==> src/hdl/jsu_pkg.sv <==
// Shared constants and types for the Jacobi symbol unit.
package jsu_pkg;

  localparam int MOD_W           = 31;
  localparam int SYM_W           = 2;
  localparam int VALUE_WIDTH_DEF = 32;
  localparam int MOD_RESET       = 5;

  localparam logic [SYM_W-1:0] SYM_ZERO = 2'b00;
  localparam logic [SYM_W-1:0] SYM_POS  = 2'b01;
  localparam logic [SYM_W-1:0] SYM_NEG  = 2'b11;

  localparam logic [2:0] MOD8_THREE = 3'd3;
  localparam logic [2:0] MOD8_FIVE  = 3'd5;
  localparam logic [1:0] MOD4_THREE = 2'd3;

  typedef struct packed {
    logic done;
    logic zero;
  } mod_stat_t;

endpackage

==> src/hdl/jsu_mod_unit.sv <==
// Iterative restoring remainder unit, one dividend bit per cycle.
module jsu_mod_unit #(
  parameter int DVD_W = jsu_pkg::VALUE_WIDTH_DEF
) (
  input  logic                     clk,
  input  logic                     rst,
  input  logic                     start,
  input  logic [DVD_W-1:0]         dividend,
  input  logic [jsu_pkg::MOD_W-1:0] divisor,
  output logic [jsu_pkg::MOD_W-1:0] rem,
  output jsu_pkg::mod_stat_t       stat
);

  localparam int CNT_W = $clog2(DVD_W + 1);

  logic             busy;
  logic [CNT_W-1:0] cnt;
  logic [DVD_W-1:0] dvd;

  logic [jsu_pkg::MOD_W:0] trial;
  logic [jsu_pkg::MOD_W:0] diff;
  logic                    ge;

  assign trial = {rem, dvd[DVD_W-1]};
  assign diff  = trial - {1'b0, divisor};
  assign ge    = trial >= {1'b0, divisor};

  assign stat.done = busy && (cnt == '0);
  assign stat.zero = (rem == '0);

  always_ff @(posedge clk) begin
    if (rst) begin
      busy <= 1'b0;
      cnt  <= '0;
    end else if (start) begin
      busy <= 1'b1;
      cnt  <= CNT_W'(DVD_W);
    end else if (busy) begin
      if (cnt == '0) begin
        busy <= 1'b0;
      end else begin
        cnt <= cnt - 1'b1;
      end
    end
  end

  always_ff @(posedge clk) begin
    if (start) begin
      dvd <= dividend;
      rem <= '0;
    end else if (busy && (cnt != '0)) begin
      dvd <= dvd << 1;
      rem <= ge ? diff[jsu_pkg::MOD_W-1:0] : trial[jsu_pkg::MOD_W-1:0];
    end
  end

endmodule

==> src/hdl/jacobi_symbol_unit.sv <==
// Top level of the Jacobi symbol unit: stream ports, modulus register, sequencer.
//
// Each input beat carries a signed value a; one output beat carries the Jacobi
// symbol (a/p) as -1, 0 or +1 for the modulus p held in the modulus register
// (reset value 5, written with modulus_wr_en while the unit is idle; the user
// must keep to this, the unit does not enforce it). The unit works on one value
// at a time and drops s_axis_tready until that value's result has moved into
// the output register; a finished result may wait there while the next value
// is taken. All remainders go through one shared remainder unit that retires
// one dividend bit per cycle, D = max(VALUE_WIDTH, 31) bits (32 at the default).
// A value is first reduced modulo p; each reciprocity step strips factors of two,
// swaps a and p and takes a remainder. A zero modulus finishes at once; a value
// that reduces to zero finishes right after the first reduction.
module jacobi_symbol_unit #(
  parameter int VALUE_WIDTH = jsu_pkg::VALUE_WIDTH_DEF
) (
  input  logic                             clk,
  input  logic                             rst,
  input  logic                             s_axis_tvalid,
  output logic                             s_axis_tready,
  input  logic [((VALUE_WIDTH+7)/8)*8-1:0] s_axis_tdata,  // value
  output logic                             m_axis_tvalid,
  input  logic                             m_axis_tready,
  output logic [7:0]                       m_axis_tdata,  // symbol
  input  logic                             modulus_wr_en,
  input  logic [jsu_pkg::MOD_W-1:0]        modulus_wr_data
);

  localparam int MW    = jsu_pkg::MOD_W;
  localparam int DVD_W = (VALUE_WIDTH > MW) ? VALUE_WIDTH : MW;

  typedef enum logic [3:0] {
    ST_IDLE   = 4'b0001,
    ST_DIV    = 4'b0010,
    ST_STRIP  = 4'b0100,
    ST_FINISH = 4'b1000
  } state_t;

  state_t                   state;
  logic [MW-1:0]            modulus;
  logic [MW-1:0]            a;
  logic [MW-1:0]            p;
  logic                     sign;
  logic                     neg;
  logic                     reducing;
  logic [jsu_pkg::SYM_W-1:0] result;
  logic [jsu_pkg::SYM_W-1:0] out_sym;
  logic                     out_valid;
  logic                     out_load;

  logic                     div_start;
  logic [DVD_W-1:0]         div_dividend;
  logic [MW-1:0]            div_rem;
  jsu_pkg::mod_stat_t       div_stat;

  logic [VALUE_WIDTH-1:0]   in_val;
  logic [VALUE_WIDTH-1:0]   in_mag;
  logic [MW-1:0]            neg_fix;
  logic [jsu_pkg::SYM_W-1:0] final_sym;
  logic                     in_beat;

  assign s_axis_tready = (state == ST_IDLE);
  assign in_beat       = s_axis_tvalid && s_axis_tready;
  assign m_axis_tvalid = out_valid;
  assign m_axis_tdata  = {{(8 - jsu_pkg::SYM_W){1'b0}}, out_sym};
  assign out_load      = (state == ST_FINISH) && (!out_valid || m_axis_tready);

  assign in_val  = s_axis_tdata[VALUE_WIDTH-1:0];
  assign in_mag  = in_val[VALUE_WIDTH-1] ? (~in_val + 1'b1) : in_val;
  assign neg_fix = p - div_rem;

  assign final_sym = (p == MW'(1)) ? (sign ? jsu_pkg::SYM_NEG : jsu_pkg::SYM_POS)
                                   : jsu_pkg::SYM_ZERO;

  always_comb begin
    div_start    = 1'b0;
    div_dividend = DVD_W'(p);
    case (state)
      ST_IDLE: begin
        div_start    = in_beat && (modulus != '0);
        div_dividend = DVD_W'(in_mag);
      end
      ST_STRIP: begin
        div_start    = a[0];
        div_dividend = DVD_W'(p);
      end
      default: begin
        div_start = 1'b0;
      end
    endcase
  end

  jsu_mod_unit #(
    .DVD_W(DVD_W)
  ) u_mod (
    .clk     (clk),
    .rst     (rst),
    .start   (div_start),
    .dividend(div_dividend),
    .divisor (p),
    .rem     (div_rem),
    .stat    (div_stat)
  );

  always_ff @(posedge clk) begin
    if (rst) begin
      modulus <= MW'(jsu_pkg::MOD_RESET);
    end else if (modulus_wr_en) begin
      modulus <= modulus_wr_data;
    end
  end

  always_ff @(posedge clk) begin
    if (rst) begin
      out_valid <= 1'b0;
    end else if (out_load) begin
      out_valid <= 1'b1;
    end else if (m_axis_tready) begin
      out_valid <= 1'b0;
    end
  end

  always_ff @(posedge clk) begin
    if (rst) begin
      state <= ST_IDLE;
    end else begin
      case (state)
        ST_IDLE: begin
          if (in_beat) begin
            state <= (modulus == '0) ? ST_FINISH : ST_DIV;
          end
        end
        ST_DIV: begin
          if (div_stat.done) begin
            state <= div_stat.zero ? ST_FINISH : ST_STRIP;
          end
        end
        ST_STRIP: begin
          if (a[0]) begin
            state <= ST_DIV;
          end
        end
        ST_FINISH: begin
          if (out_load) begin
            state <= ST_IDLE;
          end
        end
        default: begin
          state <= ST_IDLE;
        end
      endcase
    end
  end

  always_ff @(posedge clk) begin
    case (state)
      ST_IDLE: begin
        p        <= modulus;
        sign     <= 1'b0;
        neg      <= in_val[VALUE_WIDTH-1];
        reducing <= 1'b1;
        result   <= jsu_pkg::SYM_ZERO;
      end
      ST_DIV: begin
        if (div_stat.done) begin
          reducing <= 1'b0;
          if (reducing) begin
            a      <= (neg && !div_stat.zero) ? neg_fix : div_rem;
            result <= jsu_pkg::SYM_ZERO;
          end else begin
            a      <= div_rem;
            result <= final_sym;
          end
        end
      end
      ST_STRIP: begin
        if (!a[0]) begin
          a <= a >> 1;
          if ((p[2:0] == jsu_pkg::MOD8_THREE) || (p[2:0] == jsu_pkg::MOD8_FIVE)) begin
            sign <= !sign;
          end
        end else begin
          a <= p;
          p <= a;
          if ((a[1:0] == jsu_pkg::MOD4_THREE) && (p[1:0] == jsu_pkg::MOD4_THREE)) begin
            sign <= !sign;
          end
        end
      end
      ST_FINISH: begin
        if (out_load) begin
          out_sym <= result;
        end
      end
      default: begin
        result <= jsu_pkg::SYM_ZERO;
      end
    endcase
  end

endmodule

==> config.mk <==
export PLATFORM = sky130hd
export DESIGN_NAME = jacobi_symbol_unit
export DESIGN_NICKNAME = d
export VERILOG_FILES = /design/src/hdl/jsu_pkg.sv /design/src/hdl/jsu_mod_unit.sv /design/src/hdl/jacobi_symbol_unit.sv
export SDC_FILE = /design/constraint.sdc
export NUM_CORES = 1
export LEC_CHECK = 0
export BUFFER_PORTS_ARGS = -buffer_cell sky130_fd_sc_hd__buf_2
export CORE_ASPECT_RATIO = 1.5
export CORE_MARGIN = 2
export CORE_UTILIZATION = 56
export CTS_CLUSTER_SIZE = 12
export DETAILED_ROUTE_END_ITERATION = 6
export PLACE_DENSITY = 0.81
export SYNTH_ARGS = -nofsm -noshare
export SYNTH_HDL_FRONTEND = slang
export SYNTH_SLANG_ARGS = --single-unit
==> constraint.sdc <==
create_clock -name clk -period 2.8 [get_ports clk]
set_input_delay 0.42 -clock clk [delete_from_list [all_inputs] [get_ports clk]]
set_output_delay 0.42 -clock clk [all_outputs]
set_load 0.005 [all_outputs]
After elaboration in Yosys (flattened, before gate mapping)
Index checks and enable logic that the tools add are counted.
- bits in registers: 175
- input bits: 68
- output and inout port bits: 10
- word-level logic and storage cells: 112
- $add $sub $neg: 4
- magnitude comparators: 1
- equal/unequal tests: 16
- mux-type cells: 39
- bitwise gates (word level): 3
- reduce and logical (&&, ||, !) cells: 34
- operators with widths (cell ; number):
    2-to-1 mux 31 bit ; 6
    2-to-1 mux 32 bit ; 4
    case mux 31 bit (2 select lines) ; 2
    logical NOT 31 bit ; 2
    subtractor 31 bit ; 2
    adder 32 x 1 -> 32 bit (second input constant) ; 1
    greater-or-equal comparator 32 x 31 -> 1 bit ; 1
    inverter 32 bit ; 1
    == test 31 x 1 -> 1 bit (second input constant) ; 1
    nonzero test 31 bit ; 1
    2-to-1 mux 4 bit ; 6
    2-to-1 mux 6 bit ; 3
    case mux 4 bit (4 select lines) ; 1
    AND reduction 2 bit ; 7
    nonzero test 2 bit ; 6
    2-to-1 mux 1 bit ; 9
    2-to-1 mux 2 bit ; 4
    != test 2 bit (second input constant) ; 4
    logical AND 1 bit ; 7
    logical NOT 6 bit ; 1
    != test 3 bit (second input constant) ; 2
    case mux 1 bit (2 select lines) ; 3
    nonzero test 6 bit ; 1
    subtractor 6 x 1 -> 6 bit (second input constant) ; 1
    other kinds (15) ; 21

Logic depth before layout (Yosys ltp)
- depth after elaboration: 7
- gate-level depth with buffers: 15
- mapped depth without buffers: 14

Cells and area by module
Synthesis repeated with hierarchy kept, for this count alone.
- cell total of the unflattened synthesis: 1460
- area, all modules: 12584.6 sq um
- by module, submodules not included (module ; instances ; cells an instance ; area an instance (sq um) ; seq. area each (sq um)):
    jacobi_symbol_unit ; 1 ; 896 ; 7534.7 ; 2792.7
    jsu_mod_unit ; 1 ; 564 ; 5049.8 ; 1721.7

Least setup slack after synthesis
No wires, ideal clock.
- path type: reg2reg
- start: register p[0]
- end: register a[22], data pin
- setup time: 0.270 ns
- data arrival time: 2.835 ns
- required time: 2.530 ns
- slack: -0.305 ns
- cell stages (with the launch flop): 15
- buffers on the path: 0
- clock period less this slack: 3.105 ns
- cells stage by stage: edfxtp_1 -> inv_1 -> ha_1 -> inv_1 -> fa_1 -> a21o_1 -> a221oi_1 -> or3b_2 -> a31oi_1 -> or2_2 -> a31oi_1 -> xor2_1 -> nor2_1 -> a211oi_1 -> a21oi_1
- word-level cells in the longest chain between the ends: 5
- ends and longest elaborated chain (element ; line ; RTL):
    start: declaration ; jacobi_symbol_unit.sv:42 ; logic [MW-1:0] p;
    start signal: assignment ; jacobi_symbol_unit.sv:158 ; p <= modulus;
    subtractor 31 bit ; jacobi_symbol_unit.sv:70 ; assign neg_fix = p - div_rem;
    2-to-1 mux 31 bit ; jacobi_symbol_unit.sv:168 ; a <= (neg && !div_stat.zero) ? neg_fix : div_rem;
    2-to-1 mux 31 bit ; jacobi_symbol_unit.sv:167 ; if (reducing) begin
    2-to-1 mux 31 bit ; jacobi_symbol_unit.sv:165 ; if (div_stat.done) begin
    case mux 31 bit (2 select lines) ; jacobi_symbol_unit.sv:156 ; case (state)
    end signal: assignment ; jacobi_symbol_unit.sv:168 ;
    end signal: assignment ; jacobi_symbol_unit.sv:171 ; a <= div_rem;
    end signal: assignment ; jacobi_symbol_unit.sv:178 ; a <= a >> 1;
    end: declaration ; jacobi_symbol_unit.sv:41 ; logic [MW-1:0] a;
Every way passes these cells. The select of a mux whose other input is x is not followed.
A chain may end at the register's enable or synchronous reset.

Final worst setup path
- start: register p[0]
- end: register u_mod.rem[26] (netlist name)
- word-level cells in the longest chain between the ends: 2
- elaborated cells on any way between the ends: 3
- ends and longest elaborated chain (element ; line ; RTL):
    subtractor 31 bit or greater-or-equal comparator 32 x 31 -> 1 bit (tied branches) ; jsu_mod_unit.sv:25, jsu_mod_unit.sv:26 ;
    2-to-1 mux 31 bit (*) ; jsu_mod_unit.sv:53 ; rem <= ge ? diff[jsu_pkg::MOD_W-1:0] : trial[jsu_pkg::MOD_W-1:0];
    end signal: assignment ; jsu_mod_unit.sv:53 ;
    end: declaration ; jsu_mod_unit.sv:10 ; output logic [jsu_pkg::MOD_W-1:0] rem,
Every way passes the cells marked *; elsewhere a longest branch is shown, timed or not.

==> flow_summary_export.csv <==
group,metric,value,unit
pwr,power_frac_comb,69.2,%
logic_synthesis,synthArstFlopShare,0,%
logic_synthesis,syn_area_per_cell,8.51,µm²
drt,wl_met1,14.8,mm
placed_design,pre_cts_ws,-0.474,ns
cts,cts_hold_buf,0,
pwr,p_int,12.1,mW
logic_synthesis,yosysWarnings,0,
worst_setup_path,arrival,3.59,ns
run_status,status,"complete, but fails checks",
run_status,violations,"negative setup slack",
worst_setup_path,crit_slowest_cell,"edfxtp_1",
placed_design,gp_congestion,0.968,
logic_synthesis,synth_seq_cells,175,
cts,cts_buffers,17,
finish,layout-drive-gt1-share,25.8,%
cts,clock-sinks,175,
logic_synthesis,synth_top_flop_cell,"edfxtp_1",
pwr,power,22.2,mW
sta,relSlewSlack,39.4,%
sta,finalHoldViolCount,0,
cts,clk_path_buf_depth,2,
flow_run,cap_violations,0,
pwr,clockPowerShare,10.9,%
drt,ant_nets,0,
finish,final_nets,1797,
worst_setup_path,r2r-end,"u_mod.rem[26]",
worst_setup_path,crit_top_cell,"a21o_1",
cts,clk_latency,0.45,ns
pwr,sw_frac_of_total,45.4,%
sta,drv_slew,0,
sta,finalSetupViolations,47,
grt,grtUsageTotal,33.2,%
pwr,seq_power_share,19.9,%
drt,highest_layer,"met4",
worst_setup_path,worstSetupPathType,"reg2reg",
sta,finalCritPeriodShare,116,%
placed_design,post-dp-hpwl,26.9,mm
min_path,whs_path_depth,2,
grt,grt_pass1_wl,58.9,mm
drt,via_count,12250,
sta,worstMarginPinSlew,0.909,ns
floorplan,boundaryPins,78,
worst_setup_path,ff2ff_setup_slack,-0.44,ns
sta,setup_ws,-0.441,ns
logic_synthesis,syn_inst,1422,
floorplan,fp-row-count,65,
floorplan,initial_core_util,57.2,%
pwr,power_leakage,6.86,nW
cts,cts.root.buffer_cell,"clkbuf_16",
floorplan,core,21100,µm²
sta,fmax,309,MHz
sta,grt_setup_unrepaired,"yes",
grt,grt_overflow,0,
worst_setup_path,crit_chain,"buf_6 -> ha_4 -> inv_2 -> fa_2 -> a21o_1 -> a21o_1 -> a211oi_2 -> o21ba_4 -> a311o_1 -> o311ai_2 -> buf_4 -> a41oi_2 -> xor2_1 -> o21ai_1 -> o211a_1",
finish,layout_common_cells,"205 x buf_4, 197 x nand2_1, 134 x nor2_1",
pwr,cellPowerDensity,1430,nW/µm²
drt,drt_iter0_markers,1310,
floorplan,die_w,124,µm
pwr,peakVddDrop,0.000620,V
drt,drcViolationCount,0,
grt,first_global_vias,11839,
min_path,hold_class,"in2reg",
min_path,hold_path_startpoint,"modulus_wr_data[2]",
sta,tns,-13.41,ns
grt,antenna_found_initial,0,
finish,final.fill_count,1451,
cts,cts.htree.levels,4,
worst_setup_path,cp-startpoint,"p[0]",
grt,grt_start_max_net_pins,74,
finish,area_growth,28.2,%
drt,wl_met2,18.8,mm
worst_setup_path,r2r-start,"p[0]",
drt,dr.pass1.iters,6,
cts,cts_tree,"built",
pwr,power_switching,10.1,mW
floorplan,die_height,184,µm
worst_setup_path,slowest_delay,0.42,ns
cts,clk_pin_slew,0.07,ns
sta,final.setup_skew,0.00855,ns
worst_setup_path,cp.required,3.15,ns
sta,hold_ws,0.176,ns
worst_setup_path,critPathCaptureType,"flip-flop",
logic_synthesis,ys_types,66,
logic_synthesis,ys_seq_area_share,37.3,%
drt,routedWlPerCell,20.2,µm
floorplan,dieArea,22800,µm²
worst_setup_path,path_max_fanout,3,
logic_synthesis,synth_edf_count,101,
sta,fin_crit,3.24,ns
logic_synthesis,syn_area,12100,µm²
finish,final_common_cell,"buf_4",
finish,fin_util,73.4,%
worst_setup_path,start_kind,"flip-flop",
finish,insertedDiodeCount,0,
placed_design,portBuffers,71,
drt,wirelength,39.3,mm
drt,dr_wl_met3,3.35,mm
drt,post_drt_via_cell_ratio,6.30,
worst_setup_path,r2r_cells,15,
min_path,min_to,"modulus[2]",
per-layer routing:
layer  vias to the layer above  GRT usage, %
li1                       5599             -
met1                      5735          40.1
met2                       717          55.7
met3                       199          5.58
met4                         0          18.2
met5                         -             0
critical path: cells and delay by family, from the launching register on:
kind / cells / cell delay [ns]
compound gates: 9 / 1.69
buf+inv: 3 / 0.34
fa+ha+maj: 2 / 0.48
flops: 1 / 0.42
xor+xnor: 1 / 0.21
final cells by class:
class	count	area [µm²]	share of cell area (%)
flip-flops and latches	175	4510	29.1
clock inverters	10	82.6	0.532
well taps	268	335	2.16
multi-input cells	1092	7500	48.3
inverters	79	297	1.91
repair buffers	298	2290	14.8
clock buffers	22	498	3.21
Yosys cell counts (all sizes together) (45+ instances only):
cell type | n | area, µm²
inv | 79 | 297
nand2 | 200 | 751
mux2i | 71 | 711
nor2 | 136 | 510
clkbuf | 61 | 233
o21ai | 80 | 400
dfxtp | 74 | 1480
xor2 | 45 | 394
a211oi | 59 | 443
ha | 64 | 801
a21oi | 110 | 562
edfxtp | 101 | 3030
worst max-delay path by stage:
stage	to	slack [ns]	depth (start not counted)
global placement	u_mod.dvd[31]	-0.49	8
detailed placement	u_mod.dvd[31]	-0.47	8
finish	u_mod.rem[26]	-0.44	15
global route	u_mod.rem[7]	-0.55	16
CTS	a[18]	-0.31	15
floorplan	a[22]	-0.15	14
cell families after synthesis:
family,synth area share [%]
multiplexers,5.87
other,0.0310
XOR/XNOR,6.01
AO/OA/AOI/OAI,20.9
AND/OR/NAND/NOR,17.7
adder cells (fa/ha/maj),6.95
flip-flops,37.3
buffers and inverters,5.22
flip-flops by register name, summed over array words and instances (netlist names), 2 cells and up:
signal,flops
u_mod.dvd,32
a,31
modulus,31
p,31
u_mod.rem,31
u_mod.cnt,6
state,4
out_sym,2
result,2
per-stage QoR:
step           cell area (µm²)  instances
2_1_floorplan            12200       1427
3_3_place_gp             14200       1885
3_5_place_dp             14200       1885
4_1_cts                  15100       1933
5_1_grt                  15500       1944
6_report                 15500       1944
power by group through the flow:
stage / Combinational, mW / Clock, mW / Sequential (mW)
6_report: 15.4 / 2.42 / 4.43
4_1_cts: 13.9 / 2.42 / 4.38
3_5_place_dp: 12.7 / 0 / 4.43
2_1_floorplan: 8.18 / 0 / 4.44
5_1_grt: 16.4 / 2.50 / 4.48
3_3_place_gp: 12.4 / 0 / 4.40
timing repair:
action	4_1_cts	5_1_grt
setup buffers	14	12
endpoints found under the setup margin	53	59
gates cloned	3	1
hold endpoints to repair	0	0
pin swaps	48	56
resized for setup	47	69
No activity file was read; power rests on OpenSTA's default activity.
